## config.mk

```make
export PLATFORM = sky130hd
export DESIGN_NAME = ota_frame_validator
export DESIGN_NICKNAME = d
export VERILOG_FILES = /design/src/ofv_pkg.sv /design/src/ofv_front.sv /design/src/ofv_fifo.sv /design/src/ofv_back.sv /design/src/ota_frame_validator.sv
export SDC_FILE = /design/constraint.sdc
export NUM_CORES = 1
export LEC_CHECK = 0
export BUFFER_PORTS_ARGS = -buffer_cell sky130_fd_sc_hd__buf_2
export CAP_MARGIN = 20
export CORE_ASPECT_RATIO = 1.1
export CORE_MARGIN = 2
export CORE_UTILIZATION = 60
export CTS_CLUSTER_SIZE = 28
export DETAILED_ROUTE_END_ITERATION = 6
export PLACE_DENSITY = 0.89
export SYNTH_ARGS = -nofsm -noshare
export SYNTH_HDL_FRONTEND = slang
export SYNTH_SLANG_ARGS = --single-unit
```

## constraint.sdc

```tcl
create_clock -name clk -period 6 [get_ports clk]
set_input_delay 1.2 -clock clk [delete_from_list [all_inputs] [get_ports clk]]
set_output_delay 1.2 -clock clk [all_outputs]
set_load 0.005 [all_outputs]
```

## src/ofv_pkg.sv

```systemverilog
// Package for the OTA frame validator: error codes, register indexes,
// reset values, shared structs and the bytewise CRC-16 update.
// No dependencies.
`timescale 1ns / 1ps
`default_nettype none

package ofv_pkg;

  typedef enum logic [2:0] {
    ERR_OK        = 3'd0,
    ERR_SHORT     = 3'd1,
    ERR_HEADER    = 3'd2,
    ERR_COMMAND   = 3'd3,
    ERR_NOT_X16   = 3'd4,
    ERR_TRUNCATED = 3'd5,
    ERR_CRC       = 3'd6,
    ERR_PRIVATE   = 3'd7
  } err_code_t;

  localparam int CfgIdxW = 3;

  localparam logic [CfgIdxW-1:0] CFG_HEADER_FIRST     = 3'd0;
  localparam logic [CfgIdxW-1:0] CFG_HEADER_SECOND    = 3'd1;
  localparam logic [CfgIdxW-1:0] CFG_PASSTHROUGH_CODE = 3'd2;
  localparam logic [CfgIdxW-1:0] CFG_CRC_SEED         = 3'd3;
  localparam logic [CfgIdxW-1:0] CFG_ENCRYPT_MASK     = 3'd4;
  localparam logic [CfgIdxW-1:0] CFG_VERSION_SEL      = 3'd5;

  localparam logic [7:0]  RST_HEADER_FIRST     = 8'h55;
  localparam logic [7:0]  RST_HEADER_SECOND    = 8'hAA;
  localparam logic [7:0]  RST_PASSTHROUGH_CODE = 8'hFB;
  localparam logic [15:0] RST_CRC_SEED         = 16'hFFFF;
  localparam logic [7:0]  RST_ENCRYPT_MASK     = 8'h80;
  localparam logic [7:0]  RST_VERSION_SEL      = 8'h0F;

  localparam logic [15:0] CRC_POLY = 16'h1021;

  localparam int OFV_QUEUE_DEPTH = 2;
  localparam int OUT_TDATA_W     = 48;

  typedef struct packed {
    logic [7:0]  header_first;
    logic [7:0]  header_second;
    logic [7:0]  passthrough_code;
    logic [15:0] crc_seed;
    logic [7:0]  encrypt_mask;
    logic [7:0]  version_sel;
  } cfg_t;

  typedef struct packed {
    err_code_t   err;
    logic [7:0]  control_byte;
    logic        payload_nz;
    logic [31:0] private_hdr;
  } verdict_t;

  function automatic logic [15:0] crc16_byte(input logic [15:0] crc, input logic [7:0] b);
    logic [15:0] c;
    c = crc ^ {b, 8'h00};
    for (int k = 0; k < 8; k++) begin
      c = c[15] ? ({c[14:0], 1'b0} ^ CRC_POLY) : {c[14:0], 1'b0};
    end
    return c;
  endfunction

endpackage

`default_nettype wire

```

## src/ofv_front.sv

```systemverilog
// Front end of the OTA frame validator: per-byte frame state, CRC and
// header parsing; emits one verdict per final byte. Depends on ofv_pkg.
`timescale 1ns / 1ps
`default_nettype none

module ofv_front
  import ofv_pkg::*;
(
  input  wire logic     clk,
  input  wire logic     rst_n,
  input  wire cfg_t     cfg,
  input  wire logic     accept,
  input  wire logic [7:0] data_byte,
  input  wire logic     final_byte,
  output logic          push,
  output verdict_t      verdict
);

  logic [15:0] bc_r, bc_nxt;
  logic [15:0] crc_r, crc_nxt;
  logic [1:0]  hf_r, hf_nxt;
  logic        cmd_r, cmd_nxt;
  logic [7:0]  ctrl_r, ctrl_nxt;
  logic [15:0] pl_r, pl_nxt;
  logic [15:0] recent_r, recent_nxt;
  logic [31:0] pp_r, pp_nxt;
  logic [15:0] crc_base;
  logic        feed;
  err_code_t   err;

  always_comb begin
    crc_base   = (bc_r == 16'd0) ? cfg.crc_seed : crc_r;
    feed       = {1'b0, bc_r} < ({1'b0, pl_r} + 17'd6);
    crc_nxt    = feed ? crc16_byte(crc_base, data_byte) : crc_base;
    hf_nxt     = hf_r | {(bc_r == 16'd1) && (data_byte == cfg.header_second),
                         (bc_r == 16'd0) && (data_byte == cfg.header_first)};
    cmd_nxt    = (bc_r == 16'd3) ? (data_byte == cfg.passthrough_code) : cmd_r;
    ctrl_nxt   = (bc_r == 16'd2) ? data_byte : ctrl_r;
    pl_nxt     = pl_r;
    if (bc_r == 16'd4) pl_nxt = {data_byte, pl_r[7:0]};
    if (bc_r == 16'd5) pl_nxt = {pl_r[15:8], data_byte};
    pp_nxt     = (bc_r >= 16'd6 && bc_r <= 16'd9) ? {pp_r[23:0], data_byte} : pp_r;
    recent_nxt = {recent_r[7:0], data_byte};
    bc_nxt     = (bc_r == 16'hFFFF) ? bc_r : bc_r + 16'd1;

    priority if (bc_nxt < 16'd8) err = ERR_SHORT;
    else if (hf_nxt != 2'b11) err = ERR_HEADER;
    else if (!cmd_nxt) err = ERR_COMMAND;
    else if (pl_nxt[3:0] != 4'd0) err = ERR_NOT_X16;
    else if ({1'b0, bc_nxt} < ({1'b0, pl_nxt} + 17'd8)) err = ERR_TRUNCATED;
    else if (crc_nxt != recent_nxt) err = ERR_CRC;
    else if ((pl_nxt != 16'd0) &&
             ((pp_nxt[31:24] == 8'd0) ||
              (({1'b0, pp_nxt[15:0]} + 17'd4) > {1'b0, pl_nxt}))) err = ERR_PRIVATE;
    else err = ERR_OK;

    push                 = accept && final_byte;
    verdict.err          = err;
    verdict.control_byte = ctrl_nxt;
    verdict.payload_nz   = (pl_nxt != 16'd0);
    verdict.private_hdr  = pp_nxt;
  end

  always_ff @(posedge clk) begin
    if (!rst_n) begin
      bc_r     <= '0;
      crc_r    <= RST_CRC_SEED;
      hf_r     <= '0;
      cmd_r    <= 1'b0;
      ctrl_r   <= '0;
      pl_r     <= '0;
      recent_r <= '0;
      pp_r     <= '0;
    end else if (accept) begin
      if (final_byte) begin
        bc_r     <= '0;
        crc_r    <= cfg.crc_seed;
        hf_r     <= '0;
        cmd_r    <= 1'b0;
        ctrl_r   <= '0;
        pl_r     <= '0;
        recent_r <= '0;
        pp_r     <= '0;
      end else begin
        bc_r     <= bc_nxt;
        crc_r    <= crc_nxt;
        hf_r     <= hf_nxt;
        cmd_r    <= cmd_nxt;
        ctrl_r   <= ctrl_nxt;
        pl_r     <= pl_nxt;
        recent_r <= recent_nxt;
        pp_r     <= pp_nxt;
      end
    end
  end

endmodule

`default_nettype wire

```

## src/ofv_fifo.sv

```systemverilog
// Small verdict queue between front and back of the OTA frame validator.
// Depends on nothing but its parameters.
`timescale 1ns / 1ps
`default_nettype none

module ofv_fifo #(
  parameter int WIDTH = 8,
  parameter int DEPTH = 2
) (
  input  wire logic             clk,
  input  wire logic             rst_n,
  input  wire logic             push,
  input  wire logic [WIDTH-1:0] wr_data,
  input  wire logic             pop,
  output logic                  full,
  output logic                  not_empty,
  output logic [WIDTH-1:0]      rd_data
);

  localparam int AW = (DEPTH > 1) ? $clog2(DEPTH) : 1;
  localparam int CW = $clog2(DEPTH + 1);

  logic [WIDTH-1:0] mem_r [DEPTH];
  logic [AW-1:0]    wp_r, rp_r;
  logic [CW-1:0]    cnt_r;

  assign full      = (cnt_r == CW'(DEPTH));
  assign not_empty = (cnt_r != '0);
  assign rd_data   = mem_r[rp_r];

  function automatic logic [AW-1:0] bump(input logic [AW-1:0] p);
    return (p == AW'(DEPTH - 1)) ? '0 : p + AW'(1);
  endfunction

  always_ff @(posedge clk) begin
    if (push) mem_r[wp_r] <= wr_data;
  end

  always_ff @(posedge clk) begin
    if (!rst_n) begin
      wp_r  <= '0;
      rp_r  <= '0;
      cnt_r <= '0;
    end else begin
      if (push) wp_r <= bump(wp_r);
      if (pop)  rp_r <= bump(rp_r);
      if (push && !pop) cnt_r <= cnt_r + CW'(1);
      else if (pop && !push) cnt_r <= cnt_r - CW'(1);
    end
  end

endmodule

`default_nettype wire

```

## src/ofv_back.sv

```systemverilog
// Back end of the OTA frame validator: applies verdicts to the held
// values and drives the registered result channel. Depends on ofv_pkg.
`timescale 1ns / 1ps
`default_nettype none

module ofv_back
  import ofv_pkg::*;
(
  input  wire logic                   clk,
  input  wire logic                   rst_n,
  input  wire cfg_t                   cfg,
  input  wire logic                   q_valid,
  input  wire verdict_t               q_data,
  output logic                        q_pop,
  output logic                        out_tvalid,
  input  wire logic                   out_tready,
  output logic [OUT_TDATA_W-1:0]      out_tdata
);

  logic                   valid_r;
  logic [OUT_TDATA_W-1:0] data_r, data_nxt;
  logic [8:0]             flags_r, flags_nxt;
  logic [31:0]            priv_r, priv_nxt;
  logic                   ok;

  assign q_pop      = q_valid && (!valid_r || out_tready);
  assign out_tvalid = valid_r;
  assign out_tdata  = data_r;

  always_comb begin
    ok        = (q_data.err == ERR_OK);
    flags_nxt = flags_r;
    priv_nxt  = priv_r;
    if (ok) begin
      flags_nxt = {|(q_data.control_byte & cfg.encrypt_mask),
                   q_data.control_byte & cfg.version_sel};
      if (q_data.payload_nz) priv_nxt = q_data.private_hdr;
    end
    data_nxt = {3'b000, priv_nxt[15:0], priv_nxt[23:16], priv_nxt[31:24],
                flags_nxt[7:0], flags_nxt[8], q_data.err, ok};
  end

  always_ff @(posedge clk) begin
    if (!rst_n) begin
      valid_r <= 1'b0;
      flags_r <= '0;
      priv_r  <= '0;
    end else begin
      if (q_pop) begin
        valid_r <= 1'b1;
        flags_r <= flags_nxt;
        priv_r  <= priv_nxt;
      end else if (out_tready) begin
        valid_r <= 1'b0;
      end
    end
  end

  always_ff @(posedge clk) begin
    if (q_pop) data_r <= data_nxt;
  end

endmodule

`default_nettype wire

```

## src/ota_frame_validator.sv

```systemverilog
// Top level of the OTA frame validator: configuration registers, front
// end, verdict queue and back end. Depends on ofv_pkg, ofv_front,
// ofv_fifo and ofv_back.
//
// Usage: frame bytes enter on the in_ stream one item per cycle while
// in_tready is high, in_tlast on the last byte of each frame. Non-final
// bytes give no result; each final byte gives one out_ stream verdict item.
// Path: the verdict goes from the front end into the queue, then into the
// output register, where it becomes visible.
// Throughput: one byte per cycle while in_tready is high, final bytes
// included, set by the bytewise CRC update in the front end.
// Stall: while out_tready is low, up to two verdicts wait in the queue
// plus one in the output register; then in_tready drops until space frees.
// Reset (rst_n low, synchronous): registers return to their defaults,
// frame state and held header values clear, the queue empties.
// Configuration: cfg_ready is always high; write only while idle.
`timescale 1ns / 1ps
`default_nettype none

module ota_frame_validator
  import ofv_pkg::*;
#(
  parameter int QUEUE_DEPTH = OFV_QUEUE_DEPTH
) (
  input  wire logic                   clk,
  input  wire logic                   rst_n,
  input  wire logic                   in_tvalid,
  output logic                        in_tready,
  input  wire logic [7:0]             in_tdata,   // [7:0] data_byte
  input  wire logic                   in_tlast,   // final_byte
  output logic                        out_tvalid,
  input  wire logic                   out_tready,
  // [0] frame_ok, [3:1] error_code, [4] encrypted, [12:5] version,
  // [20:13] seq_number, [28:21] private_cmd, [44:29] content_length
  output logic [OUT_TDATA_W-1:0]      out_tdata,
  input  wire logic                   cfg_valid,
  output logic                        cfg_ready,
  input  wire logic [CfgIdxW-1:0]     cfg_index,
  input  wire logic [15:0]            cfg_data
);

  localparam int VW = $bits(verdict_t);

  cfg_t     cfg_r;
  logic     accept, push, q_full, q_valid, q_pop;
  verdict_t verdict, q_data;

  assign cfg_ready = 1'b1;
  assign in_tready = !q_full;
  assign accept    = in_tvalid && in_tready;

  always_ff @(posedge clk) begin
    if (!rst_n) begin
      cfg_r.header_first     <= RST_HEADER_FIRST;
      cfg_r.header_second    <= RST_HEADER_SECOND;
      cfg_r.passthrough_code <= RST_PASSTHROUGH_CODE;
      cfg_r.crc_seed         <= RST_CRC_SEED;
      cfg_r.encrypt_mask     <= RST_ENCRYPT_MASK;
      cfg_r.version_sel      <= RST_VERSION_SEL;
    end else if (cfg_valid) begin
      case (cfg_index)
        CFG_HEADER_FIRST:     cfg_r.header_first     <= cfg_data[7:0];
        CFG_HEADER_SECOND:    cfg_r.header_second    <= cfg_data[7:0];
        CFG_PASSTHROUGH_CODE: cfg_r.passthrough_code <= cfg_data[7:0];
        CFG_CRC_SEED:         cfg_r.crc_seed         <= cfg_data;
        CFG_ENCRYPT_MASK:     cfg_r.encrypt_mask     <= cfg_data[7:0];
        CFG_VERSION_SEL:      cfg_r.version_sel      <= cfg_data[7:0];
        default: ;
      endcase
    end
  end

  ofv_front u_front (
    .clk        (clk),
    .rst_n      (rst_n),
    .cfg        (cfg_r),
    .accept     (accept),
    .data_byte  (in_tdata),
    .final_byte (in_tlast),
    .push       (push),
    .verdict    (verdict)
  );

  ofv_fifo #(
    .WIDTH (VW),
    .DEPTH (QUEUE_DEPTH)
  ) u_queue (
    .clk       (clk),
    .rst_n     (rst_n),
    .push      (push),
    .wr_data   (verdict),
    .pop       (q_pop),
    .full      (q_full),
    .not_empty (q_valid),
    .rd_data   (q_data)
  );

  ofv_back u_back (
    .clk        (clk),
    .rst_n      (rst_n),
    .cfg        (cfg_r),
    .q_valid    (q_valid),
    .q_data     (q_data),
    .q_pop      (q_pop),
    .out_tvalid (out_tvalid),
    .out_tready (out_tready),
    .out_tdata  (out_tdata)
  );

endmodule

`default_nettype wire
```

==> results of run 1 <==
[metrics by stage]
stage / util / power, uW / std cells / hold slack [ps]
2_1_floorplan: - / 3490 / 1786 / 435
3_3_place_gp: 0.626 / 3810 / 2137 / 440
3_5_place_dp: 0.626 / 3850 / 2137 / 451
4_1_cts: 0.669 / 6120 / 2202 / 458
5_1_grt: 0.671 / 6330 / 2204 / 480
6_report: 0.671 / 6130 / 2204 / 463
[per-layer routing]
metal  share of wire  track usage  vias to the layer above
met5               0            0                        -
met4           0.043        0.128                        0
met3           0.083       0.0471                      148
met2            0.48        0.510                      717
met1            0.39        0.381                     6542
li1                -            -                     6369
[worst max-delay path, cell delays in order (launching register included)]
cell and delay, ps:
dfxtp_1 460, inv_1 130, ha_1 270, o211ai_1 190
a21o_1 190, buf_4 480, nand2_1 100, o21ai_0 280
ha_1 370, nand3_1 170, nor2_1 160, xor2_1 180
ha_1 260, a21oi_1 140, nor2b_1 50, o21ai_0 150
a21oi_1 90, a2111oi_0 420, a31o_2 200, a21o_1 120
nor3_1 50, o41a_1 400
[registers in the layout (all words and copies together) (netlist names), named ones only]
name               cells
u_queue.cnt_r          2
u_queue.wp_r           1
u_front.pl_r          16
u_queue.rp_r           1
u_front.hf_r           2
u_back.out_tvalid      1
u_front.pp_r          32
u_back.flags_r         9
u_front.cmd_r          1
u_front.recent_r       8
u_front.crc_r         16
u_front.ctrl_r         8
u_front.bc_r          16
cfg_r                 56
u_back.priv_r         32
u_queue.mem_r         88
u_back.out_tdata      45
[how the worst max path moves through the flow]
| stage | from | cells after the start | endpoint | slack (ps) |
|---|---|---|---|---|
| 2_1_floorplan | in_tdata[4] | 15 | u_queue.mem_r[0][41] | 1270 |
| 3_3_place_gp | in_tdata[4] | 14 | u_queue.mem_r[0][41] | 900 |
| 3_5_place_dp | in_tdata[4] | 14 | u_queue.mem_r[1][41] | 770 |
| 4_1_cts | u_front.bc_r[1] | 21 | u_queue.mem_r[1][41] | 980 |
| 5_1_grt | u_front.bc_r[1] | 19 | u_queue.mem_r[1][41] | 450 |
| 6_report | u_front.bc_r[1] | 21 | u_queue.mem_r[1][41] | 890 |
[synthesized netlist by cell type, types with 6 or more instances]
cell      count
a211oi_1      6
nand2_1     328
a22oi_1      56
edfxtp_1    133
nor2_1       51
xnor2_1      77
buf_2         9
a21boi_0     59
xor2_1       46
and3_1        6
a31oi_1       9
nor2b_1      73
a21oi_1      40
nand4_1      28
mux2_2       49
xnor3_1       7
nand3b_1      6
nand3_1      72
nand2b_1      8
buf_1         9
mux2i_1      80
a21boi_1      9
nor3_1       29
o21ai_0      82
and2_1       23
inv_1        25
dfxtp_1     202
clkbuf_1     88
or2_2         6
o211ai_1      9
buf_4         7
or3_1         8
ha_1         55
o221ai_1     11
nor4_1        7
[where the power goes]
group | leakage, uW | switching, uW | total, uW | internal [uW]
Sequential | 0.00289 | 84.0 | 2680 | 2590
Combinational | 0.00348 | 734 | 1150 | 414
Clock | 0.000603 | 900 | 2300 | 1400
[cell type report]
cell class | count | area [um^2]
clock buffer | 51 | 1020
clock inverter | 14 | 215
fill | 2108 | 9380
inverter | 28 | 105
multi-input combinational | 1310 | 8680
sequential | 335 | 8040
tap | 368 | 460
timing repair buffer | 98 | 573
[kinds of logic (layout without fill, tap and decap cells)]
logic type               Yosys count  after routing  share of synthesized area
flip-flops                       335            335                      0.466
multiplexers                     131            131                     0.0810
XOR/XNOR                         130            130                     0.0716
AO/OA/AOI/OAI                    319            319                      0.122
AND/OR/NAND/NOR                  671            671                      0.186
adder cells (fa/ha/maj)           55             55                     0.0399
buffers and inverters            141            191                     0.0329
other                              2              4                   0.000435
==> impl_metrics.toml, run 1 <==
[status]
status = "completed"

[sta]
period_minus_slack_ps = 5110
timing.setup.tns_ps = 0
timing.final.crit_share = 0.852
rsz0062_at_grt = "no"
setup_viol = 0
setup_ws_ps = 885
worstMarginPinSlew_ps = 1080
drv_slew = 0
max_freq_ghz = 0.196
fin_worst_skew_ps = 23.9
slew_headroom = 0.277
hold_violations = 0

[grt]
grt_pass1_vias = 13600
grt_pass1_wl_mm = 73.0
grt_antenna_before_repair = 0
grt_use_total = 0.300
grt_max_degree = 134
grt-ovfl-total = 0

[die]
ios = 84
core_area_um2 = 28500
start_util = 0.606
die_width_um = 166
die_y_um = 182
fp.dieArea_um2 = 30100
num_rows = 65

[synthesis]
ys_types = 70
synthTopCellsByArea = "dfxtp_1 (23%), edfxtp_1 (23%), nand2_1 (7.1%)"
ys.flop_type = "dfxtp_1"
synth_edf_count = 133
yosys.area.top_type = "dfxtp_1"
synth_area_per_cell_um2 = 9.67
yosys_warnings = 0
syn_inst = 1784
syn_area_um2 = 17300
ys_ff_latch = 335
synthArstFlopShare = 0
yosysSeqAreaShare = 0.466
synth_top_area_share = 0.234

[clocking]
clk_latency_ps = 530
postCtsSetupBuffers = 0
ctsHoldBuffers = 0
clock-root-buffer = "clkbuf_16"
cts_tree = "done"
clock_path_buffers = 3
cts_sinks = 335
cts_resized = 0
clk_pin_slew_ps = 60
cts_buffers = 36
htree_levels = 2

[route]
drc = 0
wirelength_mm = 45.6
routedWlPerCell_um = 20.7
vias_per_cell = 6.25
ant_nets = 0
vias = 13800
drt_iter0_markers = 1679
first_pass_iters = 6

[power]
p_per_area_nw_per_um2 = 321
max-vdd-ir-drop_v = 0.000310
leakagePower_uw = 0.00697

[worst_setup_path]
cp_data_arrival_time_ps = 5380
crit_fanout = 48
end_kind = "flip-flop"
worstRegToRegCells = 21
rrSetupSlack_ps = 890
rr_endpoint = "u_queue.mem_r[1][41]"
start_kind = "flip-flop"
worstReg2RegStart = "u_front.bc_r[1]"
worstPathRequired_ps = 6260
path_class = "flip-flop to flip-flop"

[cells_and_area]
final_cell_mix = "nand2_1 (327), dfxtp_1 (201), edfxtp_1 (133)"
finish.instance_area_um2 = 19100
area_delta_synth_final_pct = 10.6
final_common_cell = "nand2_1"
diodes = 0
layout-drive-gt1-share = 0.123
final_nets = 1897

[worst_hold_path]
min-delay-path-class = "flip-flop to flip-flop"
hold_path_end = "u_back.priv_r[19]"
hold_path.startpoint = "u_back.priv_r[19]"
holdPathStages = 2

[run]
maxCapViolCount = 0

[placed_design]
placed_area_um2 = 17800
globalplace.congestion = 0.997
place_ws_ps = 770
numPortBuffers = 79
dpl.hpwl_mm = 30.6
(Power assumes the default switching activity.)
==> run 2, diff against run 1 <==
--- a/config.mk
+++ b/config.mk
@@ -5,14 +5,15 @@
 export SDC_FILE = /design/constraint.sdc
 export NUM_CORES = 1
 export LEC_CHECK = 0
-export BUFFER_PORTS_ARGS = -buffer_cell sky130_fd_sc_hd__buf_2
 export CAP_MARGIN = 20
 export CORE_ASPECT_RATIO = 1.1
 export CORE_MARGIN = 2
 export CORE_UTILIZATION = 60
+export CTS_BUF_LIST = sky130_fd_sc_hd__clkbuf_16
 export CTS_CLUSTER_SIZE = 28
 export DETAILED_ROUTE_END_ITERATION = 6
-export PLACE_DENSITY = 0.89
+export DONT_BUFFER_PORTS = 1
+export PLACE_DENSITY = 0.87
 export SYNTH_ARGS = -nofsm -noshare
 export SYNTH_HDL_FRONTEND = slang
 export SYNTH_SLANG_ARGS = --single-unit
==> impl_metrics.toml, run 2 (synthesis gave the netlist of run 1 again) <==
[status]
status = "completed"

[route]
vias_per_cell = 6.27
ant_nets = 0
first_pass_iters = 7
drt_iter0_markers = 1357
routedWlPerCell_um = 21.0
drc = 0
wirelength_mm = 44.6
vias = 13300

[sta]
slew_headroom = 0.278
drv_slew = 0
fin_worst_skew_ps = 13.9
period_minus_slack_ps = 5210
hold_violations = 0
setup_ws_ps = 791
worstMarginPinSlew_ps = 1070
max_freq_ghz = 0.192
rsz0062_at_grt = "no"
timing.setup.tns_ps = 0
timing.final.crit_share = 0.868
setup_viol = 0

[clocking]
htree_levels = 2
cts_sinks = 335
cts_buffers = 36
postCtsSetupBuffers = 0
clock_path_buffers = 3
cts_tree = "done"
clk_pin_slew_ps = 60
clk_latency_ps = 540
ctsHoldBuffers = 0
cts_resized = 0
clock-root-buffer = "clkbuf_16"

[cells_and_area]
area_delta_synth_final_pct = 8.14
final.fill_count = 2115
final_common_cell = "nand2_1"
final_cell_mix = "nand2_1 (327), dfxtp_1 (201), edfxtp_1 (133)"
layout-drive-gt1-share = 0.0831
regMostFlops = "u_queue.mem_r"
diodes = 0
final_nets = 1816
largest_reg_flops = 88

[grt]
grt_pass1_vias = 13000
grt_antenna_before_repair = 0
grt_pass1_wl_mm = 70.2
grt_use_total = 0.290
grt_max_degree = 202
grt-ovfl-total = 0

[die]
num_rows = 65
core_area_um2 = 28500
die_y_um = 182
ios = 84
die_width_um = 166
fp.dieArea_um2 = 30100
start_util = 0.606

[worst_hold_path]
min-delay-path-class = "flip-flop to flip-flop"

[placed_design]
numPortBuffers = 0
dpl.hpwl_mm = 29.7
place_ws_ps = 947
globalplace.congestion = 1.03

[worst_setup_path]
path_class = "flip-flop to flip-flop"
cp_data_arrival_time_ps = 5480
start_kind = "flip-flop"
worstPathRequired_ps = 6270
end_kind = "flip-flop"
rrSetupSlack_ps = 790
crit_fanout = 15

[power]
p_per_area_nw_per_um2 = 319
comb_power_share = 0.160
p_switching_uw = 1650
leakagePower_uw = 0.00665
max-vdd-ir-drop_v = 0.000267
clock_power_share = 0.386
pwr-share-seq = 0.455
swShare = 0.277
p_int_uw = 4300

[run]
maxCapViolCount = 0
[run 2: cell count changes in the layout (fill, tap and decap cells not counted), sizes merged]
| cell | before | now |
|---|---|---|
| clkinvlp | 0 | 3 |
| inv | 27 | 36 |
| bufinv | 5 | 6 |
| clkinv | 10 | 13 |
| buf | 98 | 17 |
| clkbuf | 51 | 36 |
[run 2: power by group through the flow]
| stage | Combinational [uW] | Clock (uW) | Sequential [uW] |
|---|---|---|---|
| floorplan | 764 | 0 | 2730 |
| global placement | 913 | 0 | 2750 |
| detailed placement | 933 | 0 | 2760 |
| CTS | 939 | 2320 | 2710 |
| global route | 1030 | 2420 | 2720 |
| finish | 949 | 2290 | 2710 |
[run 2: worst max-delay path, stage by stage, from the launching register on]
cell and delay [ps]:
dfxtp_1 380, nor4_2 460, and3_1 290, nand3_1 440, o21ai_0 500, ha_1 260
nand2_1 80, or4_1 500, nor3_1 260, xor2_1 140, ha_1 320, nand2_1 70
or3_1 370, a31oi_1 340, o31ai_1 180, o41a_1 360
[run 2: worst paths after layout]
kind                          start              endpoint  cells past startpoint
setup reg to reg    u_front.bc_r[9]  u_queue.mem_r[1][41]                     15
hold reg to reg   u_back.priv_r[11]     u_back.priv_r[11]                      2
setup / recovery    u_front.bc_r[9]  u_queue.mem_r[1][41]                     15
hold / removal    u_back.priv_r[11]     u_back.priv_r[11]                      2
[run 2: area by class of cell]
class                      instances  area (um^2)  share of cell area
tap                              368          460              0.0247
clock buffer                      36          901              0.0483
multi-input combinational       1310         8680               0.465
timing repair buffer              17          140             0.00751
clock inverter                    30          333              0.0178
sequential                       335         8040               0.431
inverter                          28          105             0.00563
[run 2: routing by layer]
| metal | global-route usage | share of wire | vias up |
|---|---|---|---|
| met5 | 0 | 0 | - |
| met4 | 0.119 | 0.037 | 0 |
| met3 | 0.0410 | 0.070 | 113 |
| met2 | 0.506 | 0.50 | 599 |
| met1 | 0.362 | 0.40 | 6403 |
| li1 | - | - | 6204 |
[run 2: metrics by stage]
| stage | utilization | area (um^2) | cells | hold slack [ps] | total power [uW] |
|---|---|---|---|---|---|
| after floorplan | - | 17300 | 1786 | 435 | 3490 |
| after global placement | 0.611 | 17400 | 2057 | 440 | 3660 |
| after detailed placement | 0.611 | 17400 | 2057 | 451 | 3690 |
| after CTS | 0.655 | 18600 | 2123 | 465 | 5960 |
| after global routing | 0.655 | 18700 | 2124 | 485 | 6160 |
| final | 0.655 | 18700 | 2124 | 460 | 5950 |
